--- src/design/dnv_pkg.sv ---
// Package for the domain name validator: word class record, verdict codes,
// configuration indexes and the reserved-word tables.
// No dependencies.
`default_nettype none

package dnv_pkg;

  // Configuration register indexes
  localparam logic [2:0] CFG_MAX_NAME  = 3'd0;
  localparam logic [2:0] CFG_MAX_LABEL = 3'd1;
  localparam logic [2:0] CFG_MAX_DOTS  = 3'd2;
  localparam logic [2:0] CFG_MAX_DRUN  = 3'd3;
  localparam logic [2:0] CFG_MAX_TLD   = 3'd4;

  // Reset values of the configuration registers
  localparam logic [7:0] MAX_NAME_RST  = 8'd253;
  localparam logic [6:0] MAX_LABEL_RST = 7'd63;
  localparam logic [3:0] MAX_DOTS_RST  = 4'd10;
  localparam logic [3:0] MAX_DRUN_RST  = 4'd8;
  localparam logic [5:0] MAX_TLD_RST   = 6'd20;

  // Fixed upper bound on the final label length
  localparam logic [7:0] TLD_HARD_MAX  = 8'd63;

  localparam int RSV_WORDS = 6;

  typedef enum logic [3:0] {
    RSN_OK         = 4'd0,
    RSN_LENGTH     = 4'd1,
    RSN_EDGE       = 4'd2,
    RSN_LABEL      = 4'd3,
    RSN_DOTS       = 4'd4,
    RSN_RESERVED   = 4'd5,
    RSN_SUSPICIOUS = 4'd6,
    RSN_TLD        = 4'd7,
    RSN_BAD_CHAR   = 4'd8
  } reason_e;

  typedef struct packed {
    logic [7:0] max_name;
    logic [6:0] max_label;
    logic [3:0] max_dots;
    logic [3:0] max_drun;
    logic [5:0] max_tld;
  } cfg_t;

  // One classified word as it travels through the queue
  typedef struct packed {
    logic [7:0] name_byte;
    logic       is_last;
    logic       is_dot;
    logic       is_hyphen;
    logic       is_letter;
    logic       is_digit;
    logic       non_ascii;
    logic       bad_char;
  } item_t;

  // Reserved word w, left-aligned in 10 bytes, zero padded
  function automatic logic [79:0] rsv_word(input logic [2:0] w);
    logic [79:0] s;
    case (w)
      3'd0:    s = {"localhost", 8'h00};
      3'd1:    s = {"local", 40'h0};
      3'd2:    s = {"test", 48'h0};
      3'd3:    s = {"invalid", 24'h0};
      3'd4:    s = {"example", 24'h0};
      3'd5:    s = {"onion", 40'h0};
      default: s = '0;
    endcase
    return s;
  endfunction

  function automatic logic [3:0] rsv_len(input logic [2:0] w);
    logic [3:0] n;
    case (w)
      3'd0:    n = 4'd9;
      3'd1:    n = 4'd5;
      3'd2:    n = 4'd4;
      3'd3:    n = 4'd7;
      3'd4:    n = 4'd7;
      3'd5:    n = 4'd5;
      default: n = 4'd0;
    endcase
    return n;
  endfunction

  // Byte k of reserved word w (zero past its end)
  function automatic logic [7:0] rsv_char(input logic [2:0] w, input logic [3:0] k);
    logic [79:0] s;
    s = rsv_word(w) << {k, 3'b000};
    return s[79:72];
  endfunction

endpackage

`default_nettype wire

--- src/design/dnv_front.sv ---
// Front end of the domain name validator: takes input words and classifies
// each byte before it enters the queue. Depends on dnv_pkg.
`default_nettype none

module dnv_front (
  input  logic          in_valid_i,
  output logic          in_ready_o,
  input  logic [7:0]    name_byte_i,
  input  logic          is_last_i,
  input  logic          q_full_i,
  output logic          push_o,
  output dnv_pkg::item_t item_o
);
  import dnv_pkg::*;

  logic letter, digit, dot, hyphen;

  // Byte classes, ASCII only
  assign letter = ((name_byte_i >= 8'h61) && (name_byte_i <= 8'h7A)) ||
                  ((name_byte_i >= 8'h41) && (name_byte_i <= 8'h5A));
  assign digit  = (name_byte_i >= 8'h30) && (name_byte_i <= 8'h39);
  assign dot    = (name_byte_i == 8'h2E);
  assign hyphen = (name_byte_i == 8'h2D);

  always_comb begin
    item_o.name_byte = name_byte_i;
    item_o.is_last   = is_last_i;
    item_o.is_dot    = dot;
    item_o.is_hyphen = hyphen;
    item_o.is_letter = letter;
    item_o.is_digit  = digit;
    item_o.non_ascii = name_byte_i[7];
    item_o.bad_char  = !letter && !digit && !hyphen && !dot;
  end

  // Accept whenever the queue has room
  assign in_ready_o = !q_full_i;
  assign push_o     = in_valid_i && !q_full_i;

endmodule

`default_nettype wire

--- src/design/dnv_queue.sv ---
// Two-entry queue of classified words between front and back end.
// Depends on dnv_pkg.
`default_nettype none

module dnv_queue (
  input  logic           clk_i,
  input  logic           rst_ni,
  input  logic           push_i,
  input  dnv_pkg::item_t push_item_i,
  output logic           full_o,
  output logic           valid_o,
  input  logic           pop_i,
  output dnv_pkg::item_t pop_item_o
);
  import dnv_pkg::*;

  item_t      mem_q [2];
  logic       wr_ptr_q, rd_ptr_q;
  logic [1:0] count_q;

  assign full_o     = (count_q == 2'd2);
  assign valid_o    = (count_q != 2'd0);
  assign pop_item_o = mem_q[rd_ptr_q];

  // Storage
  always_ff @(posedge clk_i) begin
    if (push_i) begin
      mem_q[wr_ptr_q] <= push_item_i;
    end
  end

  // Pointers and fill count
  always_ff @(posedge clk_i or negedge rst_ni) begin
    if (!rst_ni) begin
      wr_ptr_q <= 1'b0;
      rd_ptr_q <= 1'b0;
      count_q  <= 2'd0;
    end else begin
      if (push_i) wr_ptr_q <= !wr_ptr_q;
      if (pop_i)  rd_ptr_q <= !rd_ptr_q;
      if (push_i && !pop_i)      count_q <= count_q + 2'd1;
      else if (!push_i && pop_i) count_q <= count_q - 2'd1;
    end
  end

endmodule

`default_nettype wire

--- src/design/dnv_back.sv ---
// Back end of the domain name validator: running counters, sticky flags,
// verdict and the output register. Depends on dnv_pkg.
`default_nettype none

module dnv_back (
  input  logic           clk_i,
  input  logic           rst_ni,
  input  dnv_pkg::cfg_t  cfg_i,
  input  logic           q_valid_i,
  input  dnv_pkg::item_t item_i,
  output logic           pop_o,
  output logic           out_valid_o,
  input  logic           out_ready_i,
  output logic           name_valid_o,
  output logic [3:0]     fail_reason_o
);
  import dnv_pkg::*;

  // Running state
  logic [7:0] name_len_q, name_len_d;
  logic [7:0] label_len_q, label_len_d;
  logic [3:0] dot_cnt_q, dot_cnt_d;
  logic [3:0] drun_q, drun_d;
  logic [3:0] drun_max_q, drun_max_d;
  logic       saw_dot_q, saw_dot_d;
  logic       lbl_letters_q, lbl_letters_d;
  logic       all_digits_q, all_digits_d;
  logic [RSV_WORDS-1:0] rsv_q, rsv_d;
  logic       edge_q, edge_d;
  logic       strct_q, strct_d;
  logic       strct_dots_q, strct_dots_d;
  logic       non_ascii_q, non_ascii_d;
  logic       bad_q, bad_d;
  logic       prev_dot_q, prev_dot_d;

  // Output register
  logic       out_valid_q;
  logic       name_valid_q;
  reason_e    reason_q, reason_d;

  logic       lbl_fail_dot, dot_fail, fin_strct, fin_dots, reserved_hit;

  assign pop_o = q_valid_i && (!item_i.is_last || !out_valid_q || out_ready_i);

  // Next state for the word at the head of the queue
  always_comb begin
    name_len_d    = (name_len_q == 8'd255) ? name_len_q : name_len_q + 8'd1;
    label_len_d   = label_len_q;
    dot_cnt_d     = dot_cnt_q;
    drun_d        = drun_q;
    drun_max_d    = drun_max_q;
    saw_dot_d     = saw_dot_q;
    lbl_letters_d = lbl_letters_q;
    all_digits_d  = all_digits_q;
    rsv_d         = rsv_q;
    edge_d        = edge_q | ((name_len_q == 8'd0) && (item_i.is_dot || item_i.is_hyphen));
    strct_d       = strct_q;
    strct_dots_d  = strct_dots_q;
    non_ascii_d   = non_ascii_q;
    bad_d         = bad_q;
    prev_dot_d    = item_i.is_dot;
    lbl_fail_dot  = (label_len_q == 8'd0) || (label_len_q > {1'b0, cfg_i.max_label});
    dot_fail      = 1'b0;

    if (item_i.is_dot) begin
      label_len_d   = 8'd0;
      dot_cnt_d     = (dot_cnt_q == 4'd15) ? dot_cnt_q : dot_cnt_q + 4'd1;
      dot_fail      = dot_cnt_d > cfg_i.max_dots;
      // label check first, then dot count
      if (!strct_q && lbl_fail_dot) begin
        strct_d = 1'b1;
      end else if (!strct_q && dot_fail) begin
        strct_d      = 1'b1;
        strct_dots_d = 1'b1;
      end
      drun_d        = 4'd0;
      saw_dot_d     = 1'b1;
      lbl_letters_d = 1'b1;
      rsv_d         = '1;
      if (prev_dot_q) bad_d = 1'b1;
    end else begin
      for (int i = 0; i < RSV_WORDS; i++) begin
        if ((label_len_q >= {4'd0, rsv_len(3'(i))}) ||
            (rsv_char(3'(i), label_len_q[3:0]) != item_i.name_byte)) begin
          rsv_d[i] = 1'b0;
        end
      end
      label_len_d = (label_len_q == 8'd255) ? label_len_q : label_len_q + 8'd1;
      if (item_i.is_digit) begin
        drun_d = (drun_q == 4'd15) ? drun_q : drun_q + 4'd1;
        if (drun_d > drun_max_q) drun_max_d = drun_d;
      end else begin
        all_digits_d = 1'b0;
        drun_d       = 4'd0;
      end
      if (!item_i.is_letter) lbl_letters_d = 1'b0;
      if (item_i.non_ascii)  non_ascii_d   = 1'b1;
      if (item_i.bad_char)   bad_d         = 1'b1;
    end
  end

  // Verdict from the updated state
  always_comb begin
    fin_strct = strct_d;
    fin_dots  = strct_dots_d;
    if (!strct_d && ((label_len_d == 8'd0) || (label_len_d > {1'b0, cfg_i.max_label}))) begin
      fin_strct = 1'b1;
      fin_dots  = 1'b0;
    end
    reserved_hit = 1'b0;
    for (int i = 0; i < RSV_WORDS; i++) begin
      if (rsv_d[i] && (label_len_d == {4'd0, rsv_len(3'(i))})) reserved_hit = 1'b1;
    end

    if (name_len_d > cfg_i.max_name) begin
      reason_d = RSN_LENGTH;
    end else if (edge_d || item_i.is_dot || item_i.is_hyphen) begin
      reason_d = RSN_EDGE;
    end else if (fin_strct) begin
      reason_d = fin_dots ? RSN_DOTS : RSN_LABEL;
    end else if (reserved_hit) begin
      reason_d = RSN_RESERVED;
    end else if (non_ascii_d || all_digits_d || (drun_max_d > cfg_i.max_drun)) begin
      reason_d = RSN_SUSPICIOUS;
    end else if (saw_dot_d && ((label_len_d < 8'd2) || (label_len_d > TLD_HARD_MAX) ||
                               !lbl_letters_d || (label_len_d > {2'b00, cfg_i.max_tld}))) begin
      reason_d = RSN_TLD;
    end else if (bad_d) begin
      reason_d = RSN_BAD_CHAR;
    end else begin
      reason_d = RSN_OK;
    end
  end

  // State registers; cleared after each verdict
  always_ff @(posedge clk_i or negedge rst_ni) begin
    if (!rst_ni) begin
      name_len_q    <= 8'd0;
      label_len_q   <= 8'd0;
      dot_cnt_q     <= 4'd0;
      drun_q        <= 4'd0;
      drun_max_q    <= 4'd0;
      saw_dot_q     <= 1'b0;
      lbl_letters_q <= 1'b1;
      all_digits_q  <= 1'b1;
      rsv_q         <= '1;
      edge_q        <= 1'b0;
      strct_q       <= 1'b0;
      strct_dots_q  <= 1'b0;
      non_ascii_q   <= 1'b0;
      bad_q         <= 1'b0;
      prev_dot_q    <= 1'b0;
    end else if (pop_o) begin
      if (item_i.is_last) begin
        name_len_q    <= 8'd0;
        label_len_q   <= 8'd0;
        dot_cnt_q     <= 4'd0;
        drun_q        <= 4'd0;
        drun_max_q    <= 4'd0;
        saw_dot_q     <= 1'b0;
        lbl_letters_q <= 1'b1;
        all_digits_q  <= 1'b1;
        rsv_q         <= '1;
        edge_q        <= 1'b0;
        strct_q       <= 1'b0;
        strct_dots_q  <= 1'b0;
        non_ascii_q   <= 1'b0;
        bad_q         <= 1'b0;
        prev_dot_q    <= 1'b0;
      end else begin
        name_len_q    <= name_len_d;
        label_len_q   <= label_len_d;
        dot_cnt_q     <= dot_cnt_d;
        drun_q        <= drun_d;
        drun_max_q    <= drun_max_d;
        saw_dot_q     <= saw_dot_d;
        lbl_letters_q <= lbl_letters_d;
        all_digits_q  <= all_digits_d;
        rsv_q         <= rsv_d;
        edge_q        <= edge_d;
        strct_q       <= strct_d;
        strct_dots_q  <= strct_dots_d;
        non_ascii_q   <= non_ascii_d;
        bad_q         <= bad_d;
        prev_dot_q    <= prev_dot_d;
      end
    end
  end

  // Output valid
  always_ff @(posedge clk_i or negedge rst_ni) begin
    if (!rst_ni) begin
      out_valid_q <= 1'b0;
    end else if (pop_o && item_i.is_last) begin
      out_valid_q <= 1'b1;
    end else if (out_ready_i) begin
      out_valid_q <= 1'b0;
    end
  end

  // Output payload
  always_ff @(posedge clk_i) begin
    if (pop_o && item_i.is_last) begin
      reason_q     <= reason_d;
      name_valid_q <= (reason_d == RSN_OK);
    end
  end

  assign out_valid_o   = out_valid_q;
  assign name_valid_o  = name_valid_q;
  assign fail_reason_o = reason_q;

endmodule

`default_nettype wire

--- src/design/domain_name_validator_core.sv ---
// Top level of the domain name validator: configuration registers and the
// front end, queue and back end. Depends on dnv_pkg, dnv_front, dnv_queue, dnv_back.
`default_nettype none

// A domain name enters one byte per word, is_last set on its final byte, at
// up to one word per clock. Each word is classified in the front end, parked
// in a two-entry queue and folded into the running counters by the back end.
// The verdict (name_valid, fail_reason) is loaded into the output register at
// the edge where the back end takes the final byte from the queue; bytes
// without is_last give no result. Input ready drops only when the queue is
// full, which happens when a verdict waits in the output register, the next
// final byte sits at the head of the queue and one more word arrives behind
// it. Configuration registers are written with cfg_we_i at any edge but
// should change only between names.

module domain_name_validator_core (
  input  logic       clk_i,
  input  logic       rst_ni,
  input  logic       cfg_we_i,
  input  logic [2:0] cfg_idx_i,
  input  logic [7:0] cfg_wdata_i,
  input  logic       in_valid_i,
  output logic       in_ready_o,
  input  logic [7:0] name_byte_i,
  input  logic       is_last_i,
  output logic       out_valid_o,
  input  logic       out_ready_i,
  output logic       name_valid_o,
  output logic [3:0] fail_reason_o
);
  import dnv_pkg::*;

  cfg_t  cfg_q;
  item_t push_item, pop_item;
  logic  push, pop, q_full, q_valid;

  // Configuration registers
  always_ff @(posedge clk_i or negedge rst_ni) begin
    if (!rst_ni) begin
      cfg_q.max_name  <= MAX_NAME_RST;
      cfg_q.max_label <= MAX_LABEL_RST;
      cfg_q.max_dots  <= MAX_DOTS_RST;
      cfg_q.max_drun  <= MAX_DRUN_RST;
      cfg_q.max_tld   <= MAX_TLD_RST;
    end else if (cfg_we_i) begin
      case (cfg_idx_i)
        CFG_MAX_NAME:  cfg_q.max_name  <= cfg_wdata_i;
        CFG_MAX_LABEL: cfg_q.max_label <= cfg_wdata_i[6:0];
        CFG_MAX_DOTS:  cfg_q.max_dots  <= cfg_wdata_i[3:0];
        CFG_MAX_DRUN:  cfg_q.max_drun  <= cfg_wdata_i[3:0];
        CFG_MAX_TLD:   cfg_q.max_tld   <= cfg_wdata_i[5:0];
        default: ;
      endcase
    end
  end

  dnv_front u_front (
    .in_valid_i  (in_valid_i),
    .in_ready_o  (in_ready_o),
    .name_byte_i (name_byte_i),
    .is_last_i   (is_last_i),
    .q_full_i    (q_full),
    .push_o      (push),
    .item_o      (push_item)
  );

  dnv_queue u_queue (
    .clk_i       (clk_i),
    .rst_ni      (rst_ni),
    .push_i      (push),
    .push_item_i (push_item),
    .full_o      (q_full),
    .valid_o     (q_valid),
    .pop_i       (pop),
    .pop_item_o  (pop_item)
  );

  dnv_back u_back (
    .clk_i         (clk_i),
    .rst_ni        (rst_ni),
    .cfg_i         (cfg_q),
    .q_valid_i     (q_valid),
    .item_i        (pop_item),
    .pop_o         (pop),
    .out_valid_o   (out_valid_o),
    .out_ready_i   (out_ready_i),
    .name_valid_o  (name_valid_o),
    .fail_reason_o (fail_reason_o)
  );

endmodule

`default_nettype wire

--- config.mk ---
export PLATFORM = sky130hd
export DESIGN_NAME = domain_name_validator_core
export DESIGN_NICKNAME = d
export VERILOG_FILES = /design/src/design/dnv_pkg.sv /design/src/design/dnv_front.sv /design/src/design/dnv_queue.sv /design/src/design/dnv_back.sv /design/src/design/domain_name_validator_core.sv
export SDC_FILE = /design/constraint.sdc
export NUM_CORES = 1
export LEC_CHECK = 0
export BUFFER_PORTS_ARGS = -buffer_cell sky130_fd_sc_hd__buf_2
export CAP_MARGIN = 20
export CORE_MARGIN = 3
export CORE_UTILIZATION = 50
export DETAILED_ROUTE_END_ITERATION = 10
export HOLD_SLACK_MARGIN = 0.08
export MAX_ROUTING_LAYER = met4
export PLACE_DENSITY = 0.69
export SYNTH_ARGS = -nofsm -noshare
export SYNTH_HDL_FRONTEND = slang
export SYNTH_HIERARCHICAL = 1
export SYNTH_SLANG_ARGS = --single-unit
export TNS_END_PERCENT = 10
--- constraint.sdc ---
create_clock -name clk_i -period 5.3 [get_ports clk_i]
set_clock_uncertainty 0.15 [all_clocks]
set_input_delay 0.53 -clock clk_i [delete_from_list [all_inputs] [get_ports clk_i]]
set_output_delay 0.53 -clock clk_i [all_outputs]
set_load 0.005 [all_outputs]
==> impl_metrics.tcl, run 1 <==
set metrics [dict create \
    path_clk_slew_ns 0.08 \
    rrSetupSlack_ns 0.83 \
    grt_pass1_wl_um 28400 \
    path_max_fanout 15 \
    reg2regPathDepth 12 \
    drive_above_1_share_pct 20.29 \
    hold_path_class "primary input to async pin" \
    postCtsHoldBufs 0 \
    finalCritPeriodShare_pct 84.26 \
    hpwl_um 12840 \
    synthArstFlopShare_pct 68.75 \
    cts_setup_buffers 0 \
    ys.flop_type "dfrtp_1" \
    yosysWarnings 6 \
    irDropWorstVdd_mv 0.5095 \
    slowest_delay_ns 0.67 \
    fill_cells 1278 \
    yosysSeqAreaShare_pct 40.64 \
    first_pass_iters 5 \
    synth_area_mm2 0.007408 \
    critical_path_arrival_ns 4.46 \
    layout.nets 823 \
    cts_max_path_buffers 2 \
    die_width_um 127.7 \
    grt_usage_pct 22.64 \
    postLayoutSetupSlackWorst_ns 0.8343 \
    syn2layout_area_growth_pct 6.350 \
    crit_chain "ha_1, nand4_1, or2_2, a21oi_1, ha_1, a211oi_1, nor2_1, o32a_1, nor3_1, a21oi_1, nor3b_1, nor4b_1" \
    syn_avg_cell_area_um2 10.04 \
    drv_slew 0 \
    pre_cts_ws_ns 1.092 \
    leakage_uw 0.003359 \
    cp_slowest_cell "dfrtp_1" \
    r2r_end "u_back/fail_reason_o[3]$_DFFE_PP_" \
    slew_headroom_pct 29.71 \
    yosysUniqueCellTypes 84 \
    cts_made_buffers 9 \
    start_util_pct 52.16 \
    cts.root.buffer_cell "clkbuf_16" \
    antenna_found_initial 0 \
    wl_um 17390 \
    maxCapViolCount 0 \
    cp.required_ns 5.30 \
    drc 0 \
    cts_tree "built" \
    die_y_um 127.7 \
    io_buffers 31 \
    status "completed" \
    worstSetupPathType "flip-flop to flip-flop" \
    drt-initial-drc-count 644 \
    max_freq_mhz 223.9 \
    ant_nets 0 \
    final_area_mm2 0.007879 \
    place.gp.congestion 0.8987 \
    wl_per_cell_um 18.72 \
    dpl_cell_area_mm2 0.007590 \
    dieArea_mm2 0.01631 \
    synth_cells 738 \
    ys_seq_elements 112 \
    rsz0062_at_grt "false" \
    period_minus_slack_ns 4.466 \
    rows 43 \
    clock_latency_ns 0.36 \
    coreArea_mm2 0.01420 \
    power_density_mw_per_mm2 483.7 \
    fin_tns_setup_ns 0 \
    grt_max_degree 78 \
    first_global_vias 5491 \
    fin_util_pct 55.47 \
    ctsResizeCount 0 \
    synth.net_count 817 \
    htreeDepth 3 \
    ios 32 \
    num_vias 5643 \
    cts.sink_count 112 \
    n_antenna_cell 0 \
    max_slew.worst_pin.slew_ns 1.050 \
    worstSetupStartpointType "flip-flop" \
    viasPerCell 6.074 \
    r2r_start "u_back/label_len_q[0]$_DFFE_PN0P_" \
    worst_setup_path_end_kind "flip-flop" \
    synth_edf_count 35 \
    setup_viol 0 \
    hold_violations 0 \
    grt_overflow 0 \
]
kinds of logic (layout without fill, tap and decap cells):
family / count (synthesis) / after routing / share of synthesized area, %
simple gates: 231 / 231 / 16.67
fa+ha+maj: 54 / 54 / 9.120
mux: 58 / 58 / 9.086
flops: 112 / 112 / 40.64
xor+xnor: 29 / 29 / 3.429
compound gates: 161 / 161 / 15.05
buf+inv: 93 / 104 / 6.012
metrics by stage:
stage	hold WS [ns]	total power [µW]	instances
2_1_floorplan	0.08441	2661	738
3_3_place_gp	0.3109	3075	913
3_5_place_dp	0.3173	3133	913
4_1_cts	0.1982	3811	929
5_1_grt	0.2031	4089	929
6_report	0.1828	3811	929
synthesized netlist by cell type, types with 3 or more instances:
| cell type | instances | area [µm²] |
|---|---|---|
| nor3b_1 | 5 | 37.54 |
| o22ai_1 | 3 | 18.77 |
| buf_1 | 7 | 26.28 |
| mux2_2 | 38 | 427.9 |
| xnor2_1 | 15 | 131.4 |
| o211ai_1 | 9 | 67.56 |
| nand2b_1 | 14 | 87.58 |
| o31ai_1 | 6 | 45.04 |
| a22o_1 | 8 | 70.07 |
| xor2_1 | 14 | 122.6 |
| nor2b_1 | 13 | 81.33 |
| or2_2 | 8 | 50.05 |
| a211oi_1 | 3 | 22.52 |
| nor3_1 | 20 | 100.1 |
| o32ai_1 | 3 | 26.28 |
| edfxtp_1 | 35 | 1051 |
| and2_1 | 4 | 25.02 |
| ha_1 | 54 | 675.7 |
| nand3_1 | 21 | 105.1 |
| a21oi_1 | 32 | 160.2 |
| nor2_1 | 51 | 191.4 |
| a31oi_1 | 5 | 31.28 |
| dfrtp_1 | 51 | 1276 |
| nand4_1 | 13 | 81.33 |
| dfstp_2 | 26 | 683.2 |
| o21ai_0 | 38 | 190.2 |
| a21o_1 | 7 | 52.55 |
| mux2i_1 | 11 | 110.1 |
| o21a_1 | 10 | 75.07 |
| buf_4 | 15 | 112.6 |
| buf_2 | 7 | 35.03 |
| and3_1 | 10 | 62.56 |
| clkbuf_1 | 12 | 45.04 |
| inv_1 | 48 | 180.2 |
| nor4b_1 | 3 | 26.28 |
| mux2_4 | 9 | 135.1 |
| or3_1 | 3 | 18.77 |
| nand2_1 | 49 | 183.9 |
layout by cell type, fill, tap and decap left out, types with 8 or more instances in the layout:
cell type   n
buf_2      30
dfstp_2    26
nor2_1     51
a22o_1      8
and3_1     10
o21ai_0    38
xor2_1     14
a21oi_1    32
nand2b_1   14
nand2_1    49
mux2i_1    11
clkbuf_16   9
xnor2_1    15
o21a_1     10
or2_2       8
nor2b_1    13
buf_4       9
o211ai_1    9
dfrtp_1    51
mux2_4      9
nand4_1    13
inv_1      48
mux2_2     38
nand3_1    21
edfxtp_1   35
ha_1       54
nor3_1     20
area by class of cell:
cell class	count	area (µm²)	share of cell area, %
Timing Repair Buffer	39	217.7	2.763
Inverter	49	183.9	2.334
Sequential cell	112	3010	38.21
Tap cell	180	225.2	2.859
Clock buffer	10	239.0	3.033
Multi-Input combinational cell	533	3953	50.17
Clock inverter	6	50.05	0.6352
report_power, final:
part / switching [µW] / total [µW] / internal, µW
logic: 1110 / 1840 / 737
registers: 141 / 1310 / 1160
clock network: 322 / 661 / 339
per-layer routing:
metal  share of wire, %  global-route usage [%]
met1                 46                   30.20
met2                 46                   35.09
met3                6.0                   4.458
met4                2.2                   7.116
met5                  0                       -
worst max-delay path: cells and delay by family (launching register included):
kind	cells	cell delay [ns]
adder cells (fa/ha/maj)	2	0.70
AND/OR/NAND/NOR	6	1.62
flip-flops	1	0.67
AO/OA/AOI/OAI	4	1.11
how the worst max path moves through the flow:
stage,start,to,cells after the start
4_1_cts,u_back/label_len_q[0]$_DFFE_PN0P_,u_back/fail_reason_o[3]$_DFFE_PP_,12
3_3_place_gp,u_back/label_len_q[0]$_DFFE_PN0P_,u_back/fail_reason_o[3]$_DFFE_PP_,12
6_report,u_back/label_len_q[0]$_DFFE_PN0P_,u_back/fail_reason_o[3]$_DFFE_PP_,12
5_1_grt,u_back/label_len_q[0]$_DFFE_PN0P_,u_back/fail_reason_o[3]$_DFFE_PP_,12
2_1_floorplan,u_back/drun_q[0]$_DFFE_PN0P_,u_back/fail_reason_o[3]$_DFFE_PP_,16
3_5_place_dp,u_back/label_len_q[0]$_DFFE_PN0P_,u_back/name_valid_o$_DFFE_PP_,12
sequential cells by signal (all words and copies together), names as in the netlist, 2 cells and up:
| signal | cells |
|---|---|
| u_queue/mem_q | 30 |
| cfg_q | 29 |
| u_back/label_len_q | 8 |
| u_back/name_len_q | 8 |
| u_back/rsv_q | 6 |
| u_back/dot_cnt_q | 4 |
| u_back/drun_max_q | 4 |
| u_back/drun_q | 4 |
| u_back/fail_reason_o | 4 |
| u_queue/count_q | 2 |
Power figures use the tool's default switching activity.
==> run 2, diff against run 1 <==
Settings changed: ABC_AREA set to 1, PLACE_DENSITY 0.69 to 0.71.
Clock period 5.3 ns to 3.9 ns, I/O delays scaled along.
==> impl_metrics.tcl, run 2 <==
set metrics [dict create \
    status "finished with violations" \
    violations "setup timing" \
    cts.root.buffer_cell "clkbuf_16" \
    cp.required_ns 3.86 \
    largestRegisters "u_queue/mem_q (30), cfg_q (29)" \
    largest_reg_flops 30 \
    wl_um 17330 \
    dpl_cell_area_mm2 0.007816 \
    max_slew.worst_pin.slew_ns 1.011 \
    syn2layout_area_growth_pct 11.30 \
    rrSetupSlack_ns -0.01 \
    clockPowerShare_pct 15.9 \
    leakage_uw 0.004329 \
    final_cell_mix "247 x nand2_1, 146 x inv_1, 87 x nand3_1, 70 x nor2_1, 50 x dfrtp_1" \
    p_switching_uw 2521 \
    fin_worst_hold_slack_ns 0.02936 \
    crit_family "compound AO/OA/AOI/OAI gates" \
    worst_setup_path_end_kind "flip-flop" \
    yosysUniqueCellTypes 46 \
    n_antenna_cell 0 \
    path_max_fanout 5 \
    hold_violations 0 \
    drt-initial-drc-count 435 \
    io_buffers 31 \
    grt_overflow 0 \
    cts_tree "built" \
    synth_top_area_share_pct 16.92 \
    coreArea_mm2 0.01464 \
    final_common_cell "nand2_1" \
    p_sw_share_pct 43.80 \
    first_global_vias 5924 \
    irDropWorstVdd_mv 0.4190 \
    num_vias 6292 \
    fin_util_pct 57.31 \
    hpwl_um 12420 \
    start_util_pct 51.50 \
    hold_path_class "primary input to async pin" \
    path_clk_slew_ns 0.08 \
    max_freq_mhz 255.6 \
    layout.nets 1083 \
    combPwrFrac_pct 53.6 \
    clock_latency_ns 0.35 \
    final_area_mm2 0.008393 \
    rows 44 \
    worstSetupPathType "flip-flop to flip-flop" \
    path_depth 25 \
    worstSetupStartpointType "flip-flop" \
    synth_cells 966 \
    setup_viol 1 \
    synth.net_count 1045 \
    internal-power_uw 3234 \
    crit_start "u_back/drun_q[1]$_DFFE_PN0P_" \
    critical_path_arrival_ns 3.88 \
    cp_slowest_cell "dfrtp_1" \
    ys.flop_type "dfrtp_1" \
    first_pass_iters 5 \
    viasPerCell 5.274 \
    top_register "u_queue/mem_q" \
    synthArstFlopShare_pct 68.75 \
    rsz0062_at_grt "true" \
    die_width_um 128.8 \
    seq_power_share_pct 30.5 \
    crit_buf_inv 6 \
    yosysTopAreaCell "dfrtp_1" \
    drive_above_1_share_pct 18.33 \
    die_y_um 128.8 \
    synth.area.top_cells "dfrtp_1 17%, edfxtp_1 14%, nand2_1 12%" \
    postLayoutSetupSlackWorst_ns -0.01256 \
    r2r_start "u_back/drun_q[1]$_DFFE_PN0P_" \
    drv_slew 0 \
    finalCritPeriodShare_pct 100.3 \
    yosysSeqAreaShare_pct 39.92 \
    wl_per_cell_um 14.52 \
    yosysWarnings 6 \
    yosys-top-cells-count "250 x nand2_1, 152 x inv_1, 87 x nand3_1, 73 x nor2_1, 54 x ha_1" \
    ios 32 \
    syn_avg_cell_area_um2 7.806 \
    synth_area_mm2 0.007541 \
    grt_max_degree 78 \
    period_minus_slack_ns 3.913 \
    synth_edf_count 35 \
    ys_seq_elements 112 \
    maxCapViolCount 0 \
    slew_headroom_pct 32.61 \
    place.gp.congestion 0.9207 \
    cts_made_buffers 9 \
    reg2regPathDepth 25 \
    fill_cells 1348 \
    cts.sink_count 112 \
    grt_pass1_wl_um 28340 \
    slowest_delay_ns 0.41 \
    cts_max_path_buffers 2 \
    drc 0 \
    endpoint "u_back/name_valid_o$_DFFE_PP_" \
    yosysMostFrequentCell "nand2_1" \
    grt_usage_pct 21.59 \
    r2r_end "u_back/name_valid_o$_DFFE_PP_" \
    dieArea_mm2 0.01659 \
    power_density_mw_per_mm2 685.7 \
    htreeDepth 3 \
    antenna_found_initial 0 \
    ant_nets 0 \
]
==> run 2: changes by cell type in the layout (fill, tap and decap cells not counted), sizes merged, moves of 10 or more <==
cell / previous run / this run
nor2b: 13 / 0
mux2: 47 / 15
mux2i: 11 / 0
xnor2: 15 / 2
o22ai: 3 / 20
and3: 10 / 0
nand2b: 14 / 0
nor3: 20 / 7
inv: 51 / 165
nor2: 51 / 87
nand2: 49 / 260
nand3: 21 / 90
buf: 39 / 58
==> run 2: kinds of logic after synthesis <==
| family | count (synthesis) | share of synthesized area (%) |
|---|---|---|
| flip-flops | 112 | 39.92 |
| buffers and inverters | 192 | 11.30 |
| adder cells (fa/ha/maj) | 54 | 8.960 |
| AND/OR/NAND/NOR | 468 | 27.29 |
| multiplexers | 15 | 2.688 |
| AO/OA/AOI/OAI | 112 | 8.329 |
| XOR/XNOR | 13 | 1.510 |
==> run 2: power groups by stage <==
stage                     Sequential (µW)  Clock, µW  Combinational (µW)
after detailed placement             1780          0                2700
after CTS                            1760        939                2800
after global routing                 1790        987                3470
after global placement               1770          0                2660
final                                1760        916                3080
after floorplan                      1740          0                2050
==> run 2: worst reg2reg max path, cell delays in order (launching register included) <==
cell	delay, ns
dfrtp_1	0.41
ha_2	0.22
buf_6	0.13
nor2_4	0.09
inv_2	0.04
a21oi_2	0.16
inv_1	0.09
ha_1	0.29
nand2_2	0.08
o21ai_2	0.20
o2111ai_4	0.19
buf_6	0.19
nand2_2	0.06
o21ai_2	0.07
inv_2	0.08
ha_4	0.21
a21oi_2	0.14
o21ai_1	0.09
a211oi_2	0.25
nand2_1	0.12
inv_2	0.07
nand2_2	0.05
nor2_1	0.10
nand2_1	0.07
nand3_1	0.09
nor2_1	0.04
==> run 2: per-stage QoR <==
stage / power [µW] / worst slack (ns) / setup TNS, ns / std cells
global route: 6246 / -0.2174 / -0.5151 / 1193
CTS: 5497 / 0.003970 / 0 / 1187
floorplan: 3787 / 0.1465 / 0 / 966
detailed placement: 4482 / -0.2704 / -0.7144 / 1167
global placement: 4434 / -0.1524 / -0.2520 / 1167
finish: 5755 / -0.01256 / -0.01256 / 1193
==> run 2: layout make-up <==
type	count	area, µm²	share of cell area (%)
multi-input cells	662	3865	46.05
flip-flops and latches	112	3012	35.88
inverters	159	596.8	7.111
repair buffers	60	395.4	4.711
well taps	184	230.2	2.743
clock buffers	9	225.2	2.683
clock inverters	7	68.82	0.8199
==> run 2: worst min path at each step <==
stage / from / end / slack [ns] / cells after the start
floorplan: rst_ni / cfg_q[0]$_DFFE_PN0P_ / -0.06 / 0
global placement: cfg_q[15]$_DFFE_PN1P_ / cfg_q[15]$_DFFE_PN1P_ / 0.30 / 2
detailed placement: cfg_q[15]$_DFFE_PN1P_ / cfg_q[15]$_DFFE_PN1P_ / 0.30 / 2
CTS: rst_ni / cfg_q[22]$_DFFE_PN0P_ / 0.09 / 1
global route: name_byte_i[6] / u_queue/mem_q[1][13]$_DFFE_PP_ / 0.09 / 1
finish: rst_ni / cfg_q[22]$_DFFE_PN0P_ / 0.03 / 1
==> run 2: timing repair <==
action | in CTS | in global routing
setup endpoints to repair | 5 | 5
endpoints found under the hold margin | 3 | 0
hold buffers | 2 | 0
resized for setup | 12 | 39
pin swaps | 5 | 17
buffers inserted | 2 | 6
==> run 2: metal layers <==
layer / share of wire [%] / GRT usage [%] / up-vias / wire length [µm]
met3: 3.4 / 3.072 / 25 / 585
li1: - / - / 3193 / -
met5: 0 / - / - / 0
met1: 46 / 28.69 / 2948 / 7955
met2: 49 / 34.70 / 126 / 8421
met4: 2.1 / 6.053 / 0 / 364
==> run 3, diff against run 2 <==
Settings changed: SYNTH_HIERARCHICAL 1 to unset.
==> impl_metrics.tcl, run 3 <==
set metrics [dict create \
    hold_path_class "primary input to async pin" \
    viasPerCell 5.367 \
    syn_avg_cell_area_um2 7.480 \
    cts.sink_count 110 \
    place.gp.congestion 0.9150 \
    final_area_mm2 0.008070 \
    grt_overflow 0 \
    yosysMostFrequentCell "nand2_1" \
    synth.area.top_cells "dfrtp_1 18%, nand2_1 14%, edfxtp_1 14%" \
    grt_pass1_wl_um 29170 \
    yosys-top-cells-count "274 x nand2_1, 160 x inv_1, 89 x nor2_1, 66 x o21ai_0, 53 x ha_1" \
    final_common_cell "nand2_1" \
    wl_per_cell_um 14.52 \
    largestRegisters "cfg_q (29), u_queue.mem_q (28)" \
    start_util_pct 51.65 \
    dieArea_mm2 0.01593 \
    crit_buf_inv 6 \
    synth_cells 966 \
    path_clk_slew_ns 0.07 \
    wl_um 17400 \
    largest_reg_flops 29 \
    crit_top_cell "nand2_1" \
    yosysUniqueCellTypes 46 \
    yosysTopAreaCell "dfrtp_1" \
    use_met2_pct 36.37 \
    n_antenna_cell 0 \
    antenna_found_initial 0 \
    cp.required_ns 3.97 \
    syn2layout_area_growth_pct 11.69 \
    cts_made_buffers 9 \
    rows 43 \
    io_buffers 31 \
    worst_setup_path_end_kind "flip-flop" \
    yosysWarnings 0 \
    path_max_fanout 8 \
    grt_max_degree 78 \
    setup_viol 0 \
    drive_above_1_share_pct 13.26 \
    cts_max_path_buffers 2 \
    die_width_um 126.2 \
    hold_violations 0 \
    grt_usage_pct 23.04 \
    fin_util_pct 57.69 \
    totalPowerFinal_uw 5771 \
    grt_use_met3_pct 4.156 \
    worstSetupPathType "flip-flop to flip-flop" \
    period_minus_slack_ns 3.617 \
    final_cell_mix "272 x nand2_1, 157 x inv_1, 86 x nor2_1, 60 x o21ai_0" \
    synth.net_count 1044 \
    crit_family "simple AND/OR/NAND/NOR gates" \
    cts_tree "built" \
    grt_busiest_layer "met2" \
    ant_nets 0 \
    cp_slowest_cell "dfrtp_1" \
    dpl_cell_area_mm2 0.007620 \
    max_freq_mhz 276.4 \
    maxCapViolCount 0 \
    rrSetupSlack_ns 0.28 \
    htreeDepth 3 \
    use_met1_pct 30.52 \
    synth_area_mm2 0.007226 \
    num_vias 6430 \
    yosysSeqAreaShare_pct 40.83 \
    synth_edf_count 33 \
    layout.nets 1091 \
    p_switching_uw 2574 \
    slew_headroom_pct 33.33 \
    die_y_um 126.2 \
    slowest_delay_ns 0.36 \
    ys.flop_type "dfrtp_1" \
    ios 32 \
    crit_start "u_back.drun_q[0]$_DFFE_PN0P_" \
    status "completed" \
    drv_slew 0 \
    synthArstFlopShare_pct 70.00 \
    ys_seq_elements 110 \
    worstSetupStartpointType "flip-flop" \
    first_pass_iters 6 \
    top_register "cfg_q" \
    hpwl_um 12740 \
    reg2regPathDepth 29 \
    r2r_start "u_back.drun_q[0]$_DFFE_PN0P_" \
    r2r_end "u_back.name_valid_o$_DFFE_PP_" \
    synth_top_area_share_pct 17.66 \
    clock_latency_ns 0.36 \
    combPwrFrac_pct 52.5 \
    critical_path_arrival_ns 3.68 \
    drc 0 \
    fin_worst_hold_slack_ns 0.03898 \
    internal-power_uw 3197 \
    first_global_vias 6169 \
    cts.root.buffer_cell "clkbuf_16" \
    fill_cells 1298 \
    coreArea_mm2 0.01399 \
    seq_power_share_pct 30.3 \
    max_slew.worst_pin.slew_ns 1.000 \
    p_sw_share_pct 44.60 \
    irDropWorstVdd_mv 0.5358 \
    drt-initial-drc-count 477 \
    clockPowerShare_pct 17.2 \
    finalCritPeriodShare_pct 92.76 \
    leakage_uw 0.004201 \
    power_density_mw_per_mm2 715.1 \
    fin_tns_setup_ns 0 \
]
[run 3: cell types whose count changed in the layout (fill, tap and decap cells not counted), sizes merged, moves of 3 or more]
cell	previous run	this run
o22ai	20	24
mux2	15	0
a31oi	1	5
o21bai	0	3
xor2	11	8
nand3	90	52
a21boi	3	0
inv	165	169
buf	58	49
nand2	260	279
nor2	87	92
o21ai	45	70
nor3	7	11
[run 3: how the worst max path moves through the flow]
| stage | slack (ns) | cells after the start | to |
|---|---|---|---|
| floorplan | 0.48 | 26 | u_back.name_valid_o$_DFFE_PP_ |
| global placement | 0.05 | 26 | u_back.name_valid_o$_DFFE_PP_ |
| detailed placement | -0.06 | 25 | u_back.fail_reason_o[0]$_DFFE_PP_ |
| CTS | 0.003 | 26 | u_back.name_valid_o$_DFFE_PP_ |
| global route | -0.03 | 28 | u_back.name_valid_o$_DFFE_PP_ |
| finish | 0.28 | 29 | u_back.name_valid_o$_DFFE_PP_ |
[run 3: logic make-up (layout without fill, tap and decap cells)]
kind of cell    Yosys count  after routing  synth area share, %
simple gates            463            463                27.05
buf+inv                 183            235                10.16
compound gates          147            147                11.57
flops                   110            110                40.83
fa+ha+maj                53             53                9.178
xor+xnor                 10             10                1.212
[run 3: area by class of cell]
cell class / count / area (µm²) / share of cell area (%)
Clock buffer: 9 / 225.2 / 2.791
Multi-Input combinational cell: 673 / 3623 / 44.90
Tap cell: 180 / 225.2 / 2.791
Inverter: 168 / 633.1 / 7.845
Timing Repair Buffer: 51 / 316.6 / 3.922
Clock inverter: 7 / 95.09 / 1.178
Sequential cell: 110 / 2952 / 36.57
[run 3: worst reg2reg max path: cells and delay by family (launching register included)]
| family | cells | cell delay (ns) |
|---|---|---|
| AOI/OAI and AO/OA | 5 | 0.58 |
| buffers and inverters | 6 | 0.47 |
| adders and majority gates | 3 | 0.77 |
| and+or+nand+nor | 15 | 1.17 |
| DFF | 1 | 0.36 |
[run 3: timing repair]
item	in CTS	in global routing
setup buffers	0	3
endpoints found under the setup margin	2	5
gates cloned	0	0
pin swaps	2	13
hold endpoints to repair	4	0
gates resized for setup	5	23
hold buffers	2	0
[run 3: power by group through the flow]
stage	combinational [µW]	clock (µW)	sequential [µW]
detailed placement	2870	0	1760
global route	3470	1050	1780
global placement	2820	0	1750
finish	3030	990	1750
floorplan	2130	0	1720
CTS	2910	1020	1750
[run 3: through the flow]
step                worst slack, ns  cells
floorplan                    0.4834    966
global placement            0.05386   1177
detailed placement         -0.06419   1177
CTS                        0.003030   1195
global route               -0.02625   1198
finish                       0.2825   1198
[run 3: layer usage]
metal  routed length (µm)  up-vias  part of all wire, %
met5                    0        -                    0
met4                  327        0                  1.9
met3                  923       32                  5.3
met2                 8139      154                   47
met1                 8007     3026                   46
li1                     -     3218                    -
